## src/rtl/assert_macros.svh

```systemverilog
// ----------------------------------------------------------------------------
// assertion macros
// shared wrappers for clocked concurrent assertions with synchronous reset
// ----------------------------------------------------------------------------
`ifndef ASSERT_MACROS_SVH
`define ASSERT_MACROS_SVH

`ifndef ASSERT_OFF

// property must hold at every clock edge outside reset
`define NSR_ASSERT(lbl, clk, rst, prop, msg) \
  lbl: assert property (@(posedge clk) disable iff (rst) (prop)) else $error(msg);

// consequent must hold in the cycle after antecedent
`define NSR_ASSERT_NEXT(lbl, clk, rst, ante, cons, msg) \
  lbl: assert property (@(posedge clk) disable iff (rst) (ante) |=> (cons)) else $error(msg);

// consequent must hold in the same cycle as antecedent
`define NSR_ASSERT_SAME(lbl, clk, rst, ante, cons, msg) \
  lbl: assert property (@(posedge clk) disable iff (rst) (ante) |-> (cons)) else $error(msg);

`else

`define NSR_ASSERT(lbl, clk, rst, prop, msg)
`define NSR_ASSERT_NEXT(lbl, clk, rst, ante, cons, msg)
`define NSR_ASSERT_SAME(lbl, clk, rst, ante, cons, msg)

`endif

`endif

```

## src/rtl/nsr_pkg.sv

```systemverilog
// ----------------------------------------------------------------------------
// nsr_pkg
// shared types and constants of the newton square root unit
// ----------------------------------------------------------------------------
`default_nettype none

package nsr_pkg;

  localparam int ITER_W = 6;
  localparam logic [ITER_W-1:0] ITER_RESET = 6'd30;

  // status of the shared divider seen by the sequencer
  typedef struct packed {
    logic busy;
    logic done;
  } div_status_t;

endpackage

`default_nettype wire

```

## src/rtl/newton_square_root_unit.sv

```systemverilog
// ----------------------------------------------------------------------------
// newton_square_root_unit
// unsigned fixed-point square root by repeated newton steps on a shared divider
// ----------------------------------------------------------------------------
// One radicand (unsigned, FRACTION_BITS fraction bits) is taken per transaction and
// one root is returned. Starting from 1.0 the unit applies estimate = (estimate +
// radicand / estimate) / 2 iteration_count times (30 after reset), then saturates
// the estimate to the root width. Every step runs through a single bit-serial
// divider producing one quotient bit per clock. s_tready is low while an item is
// in work; a finished root waits in the output register and the next radicand may
// be taken meanwhile. iteration_count is written through the cfg channel only
// while the unit is idle.
// ----------------------------------------------------------------------------
`default_nettype none
`include "assert_macros.svh"

module newton_square_root_unit import nsr_pkg::*; #(
  parameter int DATA_WIDTH    = 32,
  parameter int FRACTION_BITS = 16,
  localparam int ROOT_WIDTH   = (DATA_WIDTH - FRACTION_BITS) / 2 + FRACTION_BITS,
  localparam int S_TDATA_W    = ((DATA_WIDTH + 7) / 8) * 8,
  localparam int M_TDATA_W    = ((ROOT_WIDTH + 7) / 8) * 8
) (
  input  wire logic                 clk,
  input  wire logic                 rst,
  // configuration: iteration_count
  input  wire logic                 cfg_valid,
  output logic                      cfg_ready,
  input  wire logic [ITER_W-1:0]    cfg_data,
  // input stream
  input  wire logic                 s_tvalid,
  output logic                      s_tready,
  input  wire logic [S_TDATA_W-1:0] s_tdata,   // radicand
  // output stream
  output logic                      m_tvalid,
  input  wire logic                 m_tready,
  output logic      [M_TDATA_W-1:0] m_tdata    // root
);

  typedef enum logic [1:0] {
    ST_IDLE,
    ST_DIV_START,
    ST_DIV_WAIT,
    ST_OUT
  } state_t;

  localparam logic [DATA_WIDTH-1:0] FIXED_ONE = DATA_WIDTH'(1) << FRACTION_BITS;

  state_t                state;
  logic [ITER_W-1:0]     iteration_count;
  logic [ITER_W-1:0]     step_counter;
  logic [DATA_WIDTH-1:0] estimate;
  logic [DATA_WIDTH-1:0] held_radicand;
  logic [ROOT_WIDTH-1:0] root_q;

  logic                  div_start;
  div_status_t           div_stat;
  logic [DATA_WIDTH-1:0] quotient;
  logic [DATA_WIDTH:0]   step_sum;
  logic [ROOT_WIDTH-1:0] root_sat;
  logic                  out_load;

  nsr_divider #(
    .DATA_WIDTH    (DATA_WIDTH),
    .FRACTION_BITS (FRACTION_BITS)
  ) u_divider (
    .clk      (clk),
    .rst      (rst),
    .start    (div_start),
    .num      (held_radicand),
    .den      (estimate),
    .status   (div_stat),
    .quotient (quotient)
  );

  // a pending configuration write goes ahead of the next radicand
  assign cfg_ready = (state == ST_IDLE);
  assign s_tready  = (state == ST_IDLE) && !cfg_valid;
  assign div_start = (state == ST_DIV_START);
  assign step_sum  = {1'b0, estimate} + {1'b0, quotient};
  assign m_tdata   = M_TDATA_W'(root_q);
  // output register frees up once the previous root is taken
  assign out_load  = (state == ST_OUT) && (!m_tvalid || m_tready);

  generate
    if (ROOT_WIDTH >= DATA_WIDTH) begin : g_root_wide
      assign root_sat = ROOT_WIDTH'(estimate);
    end else begin : g_root_narrow
      assign root_sat = (estimate[DATA_WIDTH-1:ROOT_WIDTH] != '0) ? '1
                                                                  : estimate[ROOT_WIDTH-1:0];
    end
  endgenerate

  always_ff @(posedge clk) begin
    if (rst) begin
      iteration_count <= ITER_RESET;
    end else if (cfg_valid && cfg_ready) begin
      iteration_count <= cfg_data;
    end
  end

  always_ff @(posedge clk) begin
    if (rst) begin
      state         <= ST_IDLE;
      m_tvalid      <= 1'b0;
      step_counter  <= '0;
      estimate      <= FIXED_ONE;
      held_radicand <= '0;
    end else begin
      if (out_load) begin
        m_tvalid <= 1'b1;
      end else if (m_tready) begin
        m_tvalid <= 1'b0;
      end
      case (state)
        ST_IDLE: begin
          if (s_tvalid && s_tready) begin
            held_radicand <= s_tdata[DATA_WIDTH-1:0];
            estimate      <= FIXED_ONE;
            step_counter  <= '0;
            state         <= (iteration_count == '0) ? ST_OUT : ST_DIV_START;
          end
        end
        ST_DIV_START: begin
          state <= ST_DIV_WAIT;
        end
        ST_DIV_WAIT: begin
          if (div_stat.done) begin
            estimate     <= step_sum[DATA_WIDTH:1];
            step_counter <= step_counter + 1'b1;
            state        <= (step_counter + 1'b1 == iteration_count) ? ST_OUT : ST_DIV_START;
          end
        end
        ST_OUT: begin
          if (out_load) begin
            root_q <= root_sat;
            state  <= ST_IDLE;
          end
        end
        default: begin
          state <= ST_IDLE;
        end
      endcase
    end
  end

  `NSR_ASSERT(a_start_when_free, clk, rst, !(div_start && div_stat.busy), "divider restarted")
  `NSR_ASSERT_NEXT(a_accept_blocks, clk, rst, s_tvalid && s_tready, !s_tready, "radicand overrun")
  `NSR_ASSERT_SAME(a_done_in_wait, clk, rst, div_stat.done, state == ST_DIV_WAIT, "stray done")
  `NSR_ASSERT_SAME(a_step_bound, clk, rst, div_start || state == ST_DIV_WAIT, step_counter < iteration_count, "step overrun")

endmodule

`default_nettype wire

```

## src/rtl/nsr_divider.sv

```systemverilog
// ----------------------------------------------------------------------------
// nsr_divider
// bit-serial restoring fixed-point divider: (num << FRACTION_BITS) / den,
// truncated, saturated to DATA_WIDTH bits, zero when den is zero
// ----------------------------------------------------------------------------
`default_nettype none

module nsr_divider import nsr_pkg::*; #(
  parameter int DATA_WIDTH    = 32,
  parameter int FRACTION_BITS = 16
) (
  input  wire logic                  clk,
  input  wire logic                  rst,
  input  wire logic                  start,
  input  wire logic [DATA_WIDTH-1:0] num,
  input  wire logic [DATA_WIDTH-1:0] den,
  output div_status_t                status,
  output logic      [DATA_WIDTH-1:0] quotient
);

  localparam int STEPS = DATA_WIDTH + FRACTION_BITS;
  localparam int CNT_W = $clog2(STEPS + 1);

  logic                  busy;
  logic                  done;
  logic [CNT_W-1:0]      cnt;
  logic [DATA_WIDTH-1:0] rem;
  logic [DATA_WIDTH-1:0] quo;
  logic [DATA_WIDTH-1:0] num_sh;
  logic [DATA_WIDTH-1:0] divisor;
  logic                  sat;
  logic                  den_zero;

  logic [DATA_WIDTH:0]   trial;
  logic                  ge;
  logic [DATA_WIDTH:0]   diff;
  logic [DATA_WIDTH-1:0] rem_next;

  // one quotient bit per cycle; low fraction bits shift in as zeros
  always_comb begin
    trial    = {rem, num_sh[DATA_WIDTH-1]};
    ge       = (trial >= {1'b0, divisor});
    diff     = trial - {1'b0, divisor};
    rem_next = ge ? diff[DATA_WIDTH-1:0] : trial[DATA_WIDTH-1:0];
  end

  always_ff @(posedge clk) begin
    if (rst) begin
      busy <= 1'b0;
      done <= 1'b0;
      cnt  <= '0;
    end else begin
      done <= 1'b0;
      if (start && !busy) begin
        busy     <= 1'b1;
        cnt      <= CNT_W'(STEPS);
        rem      <= '0;
        quo      <= '0;
        sat      <= 1'b0;
        num_sh   <= num;
        divisor  <= den;
        den_zero <= (den == '0);
      end else if (busy) begin
        rem    <= rem_next;
        quo    <= {quo[DATA_WIDTH-2:0], ge};
        sat    <= sat | quo[DATA_WIDTH-1];
        num_sh <= {num_sh[DATA_WIDTH-2:0], 1'b0};
        cnt    <= cnt - 1'b1;
        if (cnt == CNT_W'(1)) begin
          busy <= 1'b0;
          done <= 1'b1;
        end
      end
    end
  end

  always_comb begin
    status.busy = busy;
    status.done = done;
    if (den_zero) begin
      quotient = '0;
    end else if (sat) begin
      quotient = '1;
    end else begin
      quotient = quo;
    end
  end

endmodule

`default_nettype wire
```

## config.mk

```make
export PLATFORM = sky130hd
export DESIGN_NAME = newton_square_root_unit
export DESIGN_NICKNAME = d
export VERILOG_FILES = /design/src/rtl/nsr_pkg.sv /design/src/rtl/newton_square_root_unit.sv /design/src/rtl/nsr_divider.sv
export VERILOG_INCLUDE_DIRS = /design/src /design/src/rtl
export SDC_FILE = /design/constraint.sdc
export NUM_CORES = 1
export LEC_CHECK = 0
export BUFFER_PORTS_ARGS = -buffer_cell sky130_fd_sc_hd__buf_2
export CORE_MARGIN = 10
export CORE_UTILIZATION = 40
export CTS_CLUSTER_DIAMETER = 100
export DETAILED_ROUTE_END_ITERATION = 10
export SYNTH_ARGS = -nofsm -noshare
export SYNTH_HDL_FRONTEND = slang
export SYNTH_SLANG_ARGS = --single-unit
```

## constraint.sdc

```tcl
create_clock -name clk -period 6.92 [get_ports clk]
set_clock_uncertainty 0.15 [all_clocks]
set_input_delay 1.038 -clock clk [delete_from_list [all_inputs] [get_ports clk]]
set_output_delay 1.038 -clock clk [all_outputs]
set_load 0.005 [all_outputs]
```

After elaboration in Yosys (flattened, before gate mapping)
Index checks and enable logic that the tools add are counted.
Storage, ports and cells
  input port bits: 43
  memories: 0
  output and inout bits: 27
  word-level logic and storage cells: 85
  memory bits (read-only): 0
  bits in registers: 241
  bits in latches: 0
  memory bits (writable): 0
Cells by class
  div/mod/pow operators: 0
  add/subtract/negate cells: 4
  $lt $le $gt $ge: 1
  equal/unequal tests: 8
  multipliers: 0
  shifts and indexed selects: 0
  reduce and logical (&&, ||, !) cells: 24
  muxes and demuxes: 28
  bitwise logic cells: 3
Operators by type and width (number)
  $mux W32: 9
  $pmux W32 S2: 1
  $add A32 B32 Y33: 1
  $ge A33 B32 Y1: 1
  $logic_not A32 Y1: 1
  $sub A32 B32 Y32: 1
  $mux W6: 4
  $pmux W6 S2: 1
  $mux W2: 5
  $reduce_and A3 Y1: 3
  $pmux W2 S4: 1
  $reduce_bool A8 Y1: 1
  $mux W1: 7
  $add A6 B1 Y6 const B: 1
  $eq A6 B1 Y1 const B: 1
  $eq A6 B6 Y1: 1
  $logic_not A6 Y1: 1
  $reduce_and A2 Y1: 3
  $reduce_bool A2 Y1: 3
  $sub A6 B1 Y6 const B: 1
  $logic_and A1 B1 Y1: 5
  $eq A2 B2 Y1 const B: 2
  $ne A2 B1 Y1 const B: 2
  $logic_not A1 Y1: 3
  other kinds (8): 9

Longest topological paths before layout
  depth after elaboration: 5
  depth in mapped cells: 14
  mapped depth without buffers: 13

Hierarchy
From an unflattened synthesis, not the netlist that was laid out.
Second synthesis, totals
  cell total of the unflattened synthesis: 1464
  area, all modules: 13284.0 sq um
Modules (own cells, without submodules)
  nsr_divider: seq. area each 4063.9 sq um, instances 1, cells each 795, area each 7669.9 sq um
  newton_square_root_unit: seq. area each 2302.2 sq um, instances 1, cells each 669, area each 5614.1 sq um

Worst setup path before layout
Ideal clock, no wire load.
  path kind: input -> register
  start: in rst
  end: reg u_divider.num_sh[0] (enable)
  stages: 3
  setup slack: 0.764 ns
  data required time: 6.215 ns
  path buffers: 2
  arrival: 5.451 ns
  library setup time: 0.555 ns
  path through: clkbuf_1 > clkbuf_1 > nor2_1
Between the ends
  cells in the longest elaborated chain, start to end: 2
Ends and longest elaborated chain
  from (decl): line newton_square_root_unit.sv:25  | input wire logic rst,
  $not A1 Y1 (no source line)
  $reduce_and A2 Y1 (no source line)
  to (signal assigned): line nsr_divider.sv:60  | num_sh <= num;
  to (signal assigned): line nsr_divider.sv:67  | num_sh <= {num_sh[DATA_WIDTH-2:0], 1'b0};
  to (decl): line nsr_divider.sv:29  | logic [DATA_WIDTH-1:0] num_sh;
Every way passes these cells.
A chain may end at the register's enable or synchronous reset.

Final worst setup path
  start: reg u_divider.den_zero
  end: reg estimate[29]
Between the ends
  cells in the longest elaborated chain, start to end: 4
Ends and longest elaborated chain
  from (decl): line nsr_divider.sv:32  | logic den_zero;
  from (signal assigned): line nsr_divider.sv:62  | den_zero <= (den == '0);
  $mux W32: line nsr_divider.sv:80  | if (den_zero) begin
  $add A32 B32 Y33: line newton_square_root_unit.sv:80  | assign step_sum = {1'b0, estimate} + {1'b0, quotient};
  $mux W32: line newton_square_root_unit.sv:128  | if (div_stat.done) begin
  $pmux W32 S2: line newton_square_root_unit.sv:115  | case (state)
  to (signal assigned): line newton_square_root_unit.sv:129  | estimate <= step_sum[DATA_WIDTH:1];
  to (decl): line newton_square_root_unit.sv:52  | logic [DATA_WIDTH-1:0] estimate;
Every way passes these cells. The select of a mux whose other input is x is not followed.

==> impl_metrics.py <==
metrics = {
    "run_status": {
        "outcome": "finished clean",
    },
    "clock_network": {
        "cts.sinks": 241,
        "cts.path.max_buffers": 3,
        "clk_pin_slew_ps": 60,
        "htree_num_levels": 1,
        "insertion_delay_ps": 550,
        "cts_resized": 0,
        "cts_tree": "yes",
        "cts_made_buffers": 28,
        "cts_root_buf": "clkbuf_16",
        "hold_buffers": 0,
        "cts_setup_buffers": 0,
    },
    "die": {
        "initial_core_util_pct": 40.7,
        "rows": 65,
        "fp.coreArea_um2": 31600,
        "die_w_um": 199,
        "fp.dieArea_um2": 39700,
        "die_h_um": 199,
        "io_pins": 70,
    },
    "drt": {
        "post_drt_wl_per_cell_um": 15.5,
        "avgViaCountPerCell": 5.20,
        "vias": 9458,
        "ant_nets": 0,
        "first_pass_iters": 4,
        "drt_iter0_drc": 546,
        "routed_wirelength_um": 28200,
        "drcViolationCount": 0,
    },
    "min_path": {
        "hold_path.class": "flip-flop to flip-flop",
    },
    "synth": {
        "synthArstFlopShare_pct": 0,
        "synth_edf_count": 154,
        "ys_seq_area_share_pct": 49.5,
        "synth_flop_cell": "edfxtp_1",
        "syn_area_um2": 12900,
        "synth_area_per_cell_um2": 9.54,
        "yosys_warnings": 0,
        "synth_cell_types": 71,
        "syn-num-nets": 1460,
        "ys_ff_latch": 241,
        "syn_inst": 1349,
    },
    "sta": {
        "final.period_utilization_pct": 56.6,
        "fmax_mhz": 255,
        "hold_viol": 0,
        "setup-violations-final": 0,
        "post-route-min-period_ps": 3910,
        "maxSlewViolCount": 0,
        "rsz0062_at_grt": "false",
        "setup_slack_ps": 3010,
        "slew_headroom_pct": 23.2,
        "tightest_slew_ps": 1150,
        "setup-tns-final_ps": 0,
    },
    "worst_setup_path": {
        "crit_chain": "or3b_2 -> fa_1 -> nand2b_1 -> a21o_1 -> a21oi_1 -> nor4_2 -> o311ai_2 -> a31oi_1 -> a21oi_1 -> xor2_1 -> a22o_1",
        "cp.required_ps": 7210,
        "cp_data_arrival_time_ps": 4200,
        "crit_path_max_fanout": 33,
        "slowest_delay_ps": 770,
        "start_kind": "flip-flop",
        "crit_slowest_cell": "edfxtp_1",
        "path_class": "flip-flop to flip-flop",
        "crit_top_cell": "a21oi_1",
        "endpoint_kind": "flip-flop",
    },
    "pwr": {
        "power_density_nw_per_um2": 237,
        "peakVddDrop_uv": 162,
        "leakage_nw": 5.97,
    },
    "placement": {
        "hpwl_um": 20200,
        "dp_slack_ps": 2590,
        "io_buffers": 69,
        "gp_congestion": 0.861,
    },
    "grt": {
        "antenna_found_initial": 0,
        "grt_pass1_wl_um": 46300,
        "gr-usage-all-layers_pct": 14.0,
        "grt_max_degree": 85,
        "overflow": 0,
        "first_global_vias": 9344,
    },
    "layout": {
        "num_antenna_cells": 0,
        "drive_gt1_share_pct": 11.9,
        "nets": 1508,
        "syn2layout_area_growth_pct": 13.4,
        "seq_area_um2": 6370,
        "num-fill-cells": 2977,
        "multiInputGateArea_um2": 6090,
    },
    "job": {
        "cap_viol_max_count": 0,
    },
}
through the flow:
stage	utilization [%]	power [W]	cells	cell area, um2	hold WS, ps
5_1_grt	46.1	0.00359	1820	14600	322
6_report	46.1	0.00345	1820	14600	302
3_3_place_gp	42.9	0.00188	1769	13600	291
3_5_place_dp	42.9	0.00189	1769	13600	297
2_1_floorplan	-	0.00182	1349	12900	282
4_1_cts	46.1	0.00349	1820	14600	305
power breakdown:
part	internal (W)	switching, W
clock	0.00102	0.000577
sequential	0.00157	0.0000228
combinational	0.000100	0.000158
worst paths after layout:
path                                          to  slack (ps)  cells after the start                from
worst max register to register      estimate[29]        3010                     11  u_divider.den_zero
worst max-delay path                estimate[29]        3010                     11  u_divider.den_zero
worst min-delay path            held_radicand[0]         300                      2    held_radicand[0]
worst min register to register  held_radicand[0]         300                      2    held_radicand[0]
Yosys cell counts (all sizes together) (3+ instances only):
library cell	n	area share, %
nand2	220	6.4
edfxtp	154	36
nor2	154	4.5
a21oi	111	4.3
dfxtp	87	14
ha	66	6.4
clkbuf	53	1.5
inv	52	1.5
o21ai	46	1.8
nor2b	41	2.0
xnor2	35	2.4
a21o	31	1.8
xor2	31	2.1
mux2i	27	2.1
or2	27	1.3
nand3	21	0.82
nor3	20	0.78
a22oi	14	0.82
nand2b	13	0.63
a22o	12	0.82
nand4	11	0.53
nor4	10	0.53
a211oi	9	0.60
o21a	9	0.52
and2	8	0.39
buf	7	0.31
nand3b	7	0.41
o211ai	6	0.35
a31oi	5	0.29
o2111ai	5	0.34
a2111oi	4	0.42
a311oi	4	0.27
and3	4	0.19
o21bai	4	0.23
o31ai	4	0.23
or3	4	0.19
a211o	3	0.20
a32oi	3	0.26
a41oi	3	0.20
cell families (layout without fill, tap and decap cells):
kind of cell	Yosys count	count (layout)	synth area share (%)
compound gates	286	286	14.5
simple gates	549	549	19.3
mux	27	27	2.10
xor+xnor	66	66	4.49
buf+inv	112	181	3.37
fa+ha+maj	68	68	6.73
flops	241	241	49.5
cell usage in the layout, fill, tap and decap left out, drive strengths merged, types with 31 or more instances in the layout:
cell type / Yosys / final
nor2: 154 / 154
inv: 52 / 53
ha: 66 / 66
a21oi: 111 / 111
nor2b: 41 / 41
o21ai: 46 / 46
xor2: 31 / 31
a21o: 31 / 31
dfxtp: 87 / 87
clkbuf: 53 / 39
xnor2: 35 / 35
edfxtp: 154 / 154
nand2: 220 / 220
buf: 7 / 78
final cells by class:
type,instances,area share (%)
timing repair buffer,78,2.83
tap,402,3.45
clock inverter,12,1.54
inverter,52,1.34
sequential,241,43.6
clock buffer,39,5.43
multi-input combinational,996,41.8
worst max-delay path: cells and delay by family, from the launching register on:
kind | cells | cell delay, ps
adders and majority gates | 1 | 400
DFF | 1 | 770
AOI/OAI and AO/OA | 6 | 1460
and+or+nand+nor | 3 | 960
xor gates and xnor gates | 1 | 80
metal layers:
layer | global-route usage (%) | up-vias | part of all wire, %
li1 | - | 4865 | -
met1 | 19.2 | 4413 | 49
met2 | 22.7 | 147 | 45
met3 | 1.92 | 33 | 3.8
met4 | 3.84 | 0 | 1.9
met5 | 0 | - | 0
flip-flops by register name (all words and copies together), names as in the netlist, 2 cells and up:
register           cells
step_counter           6
u_divider.num_sh      32
iteration_count        6
m_tdata               24
u_divider.cnt          6
state                  2
u_divider.divisor     32
held_radicand         32
u_divider.quo         32
estimate              32
u_divider.rem         32
Note: power is estimated with default switching activity, not from simulation.
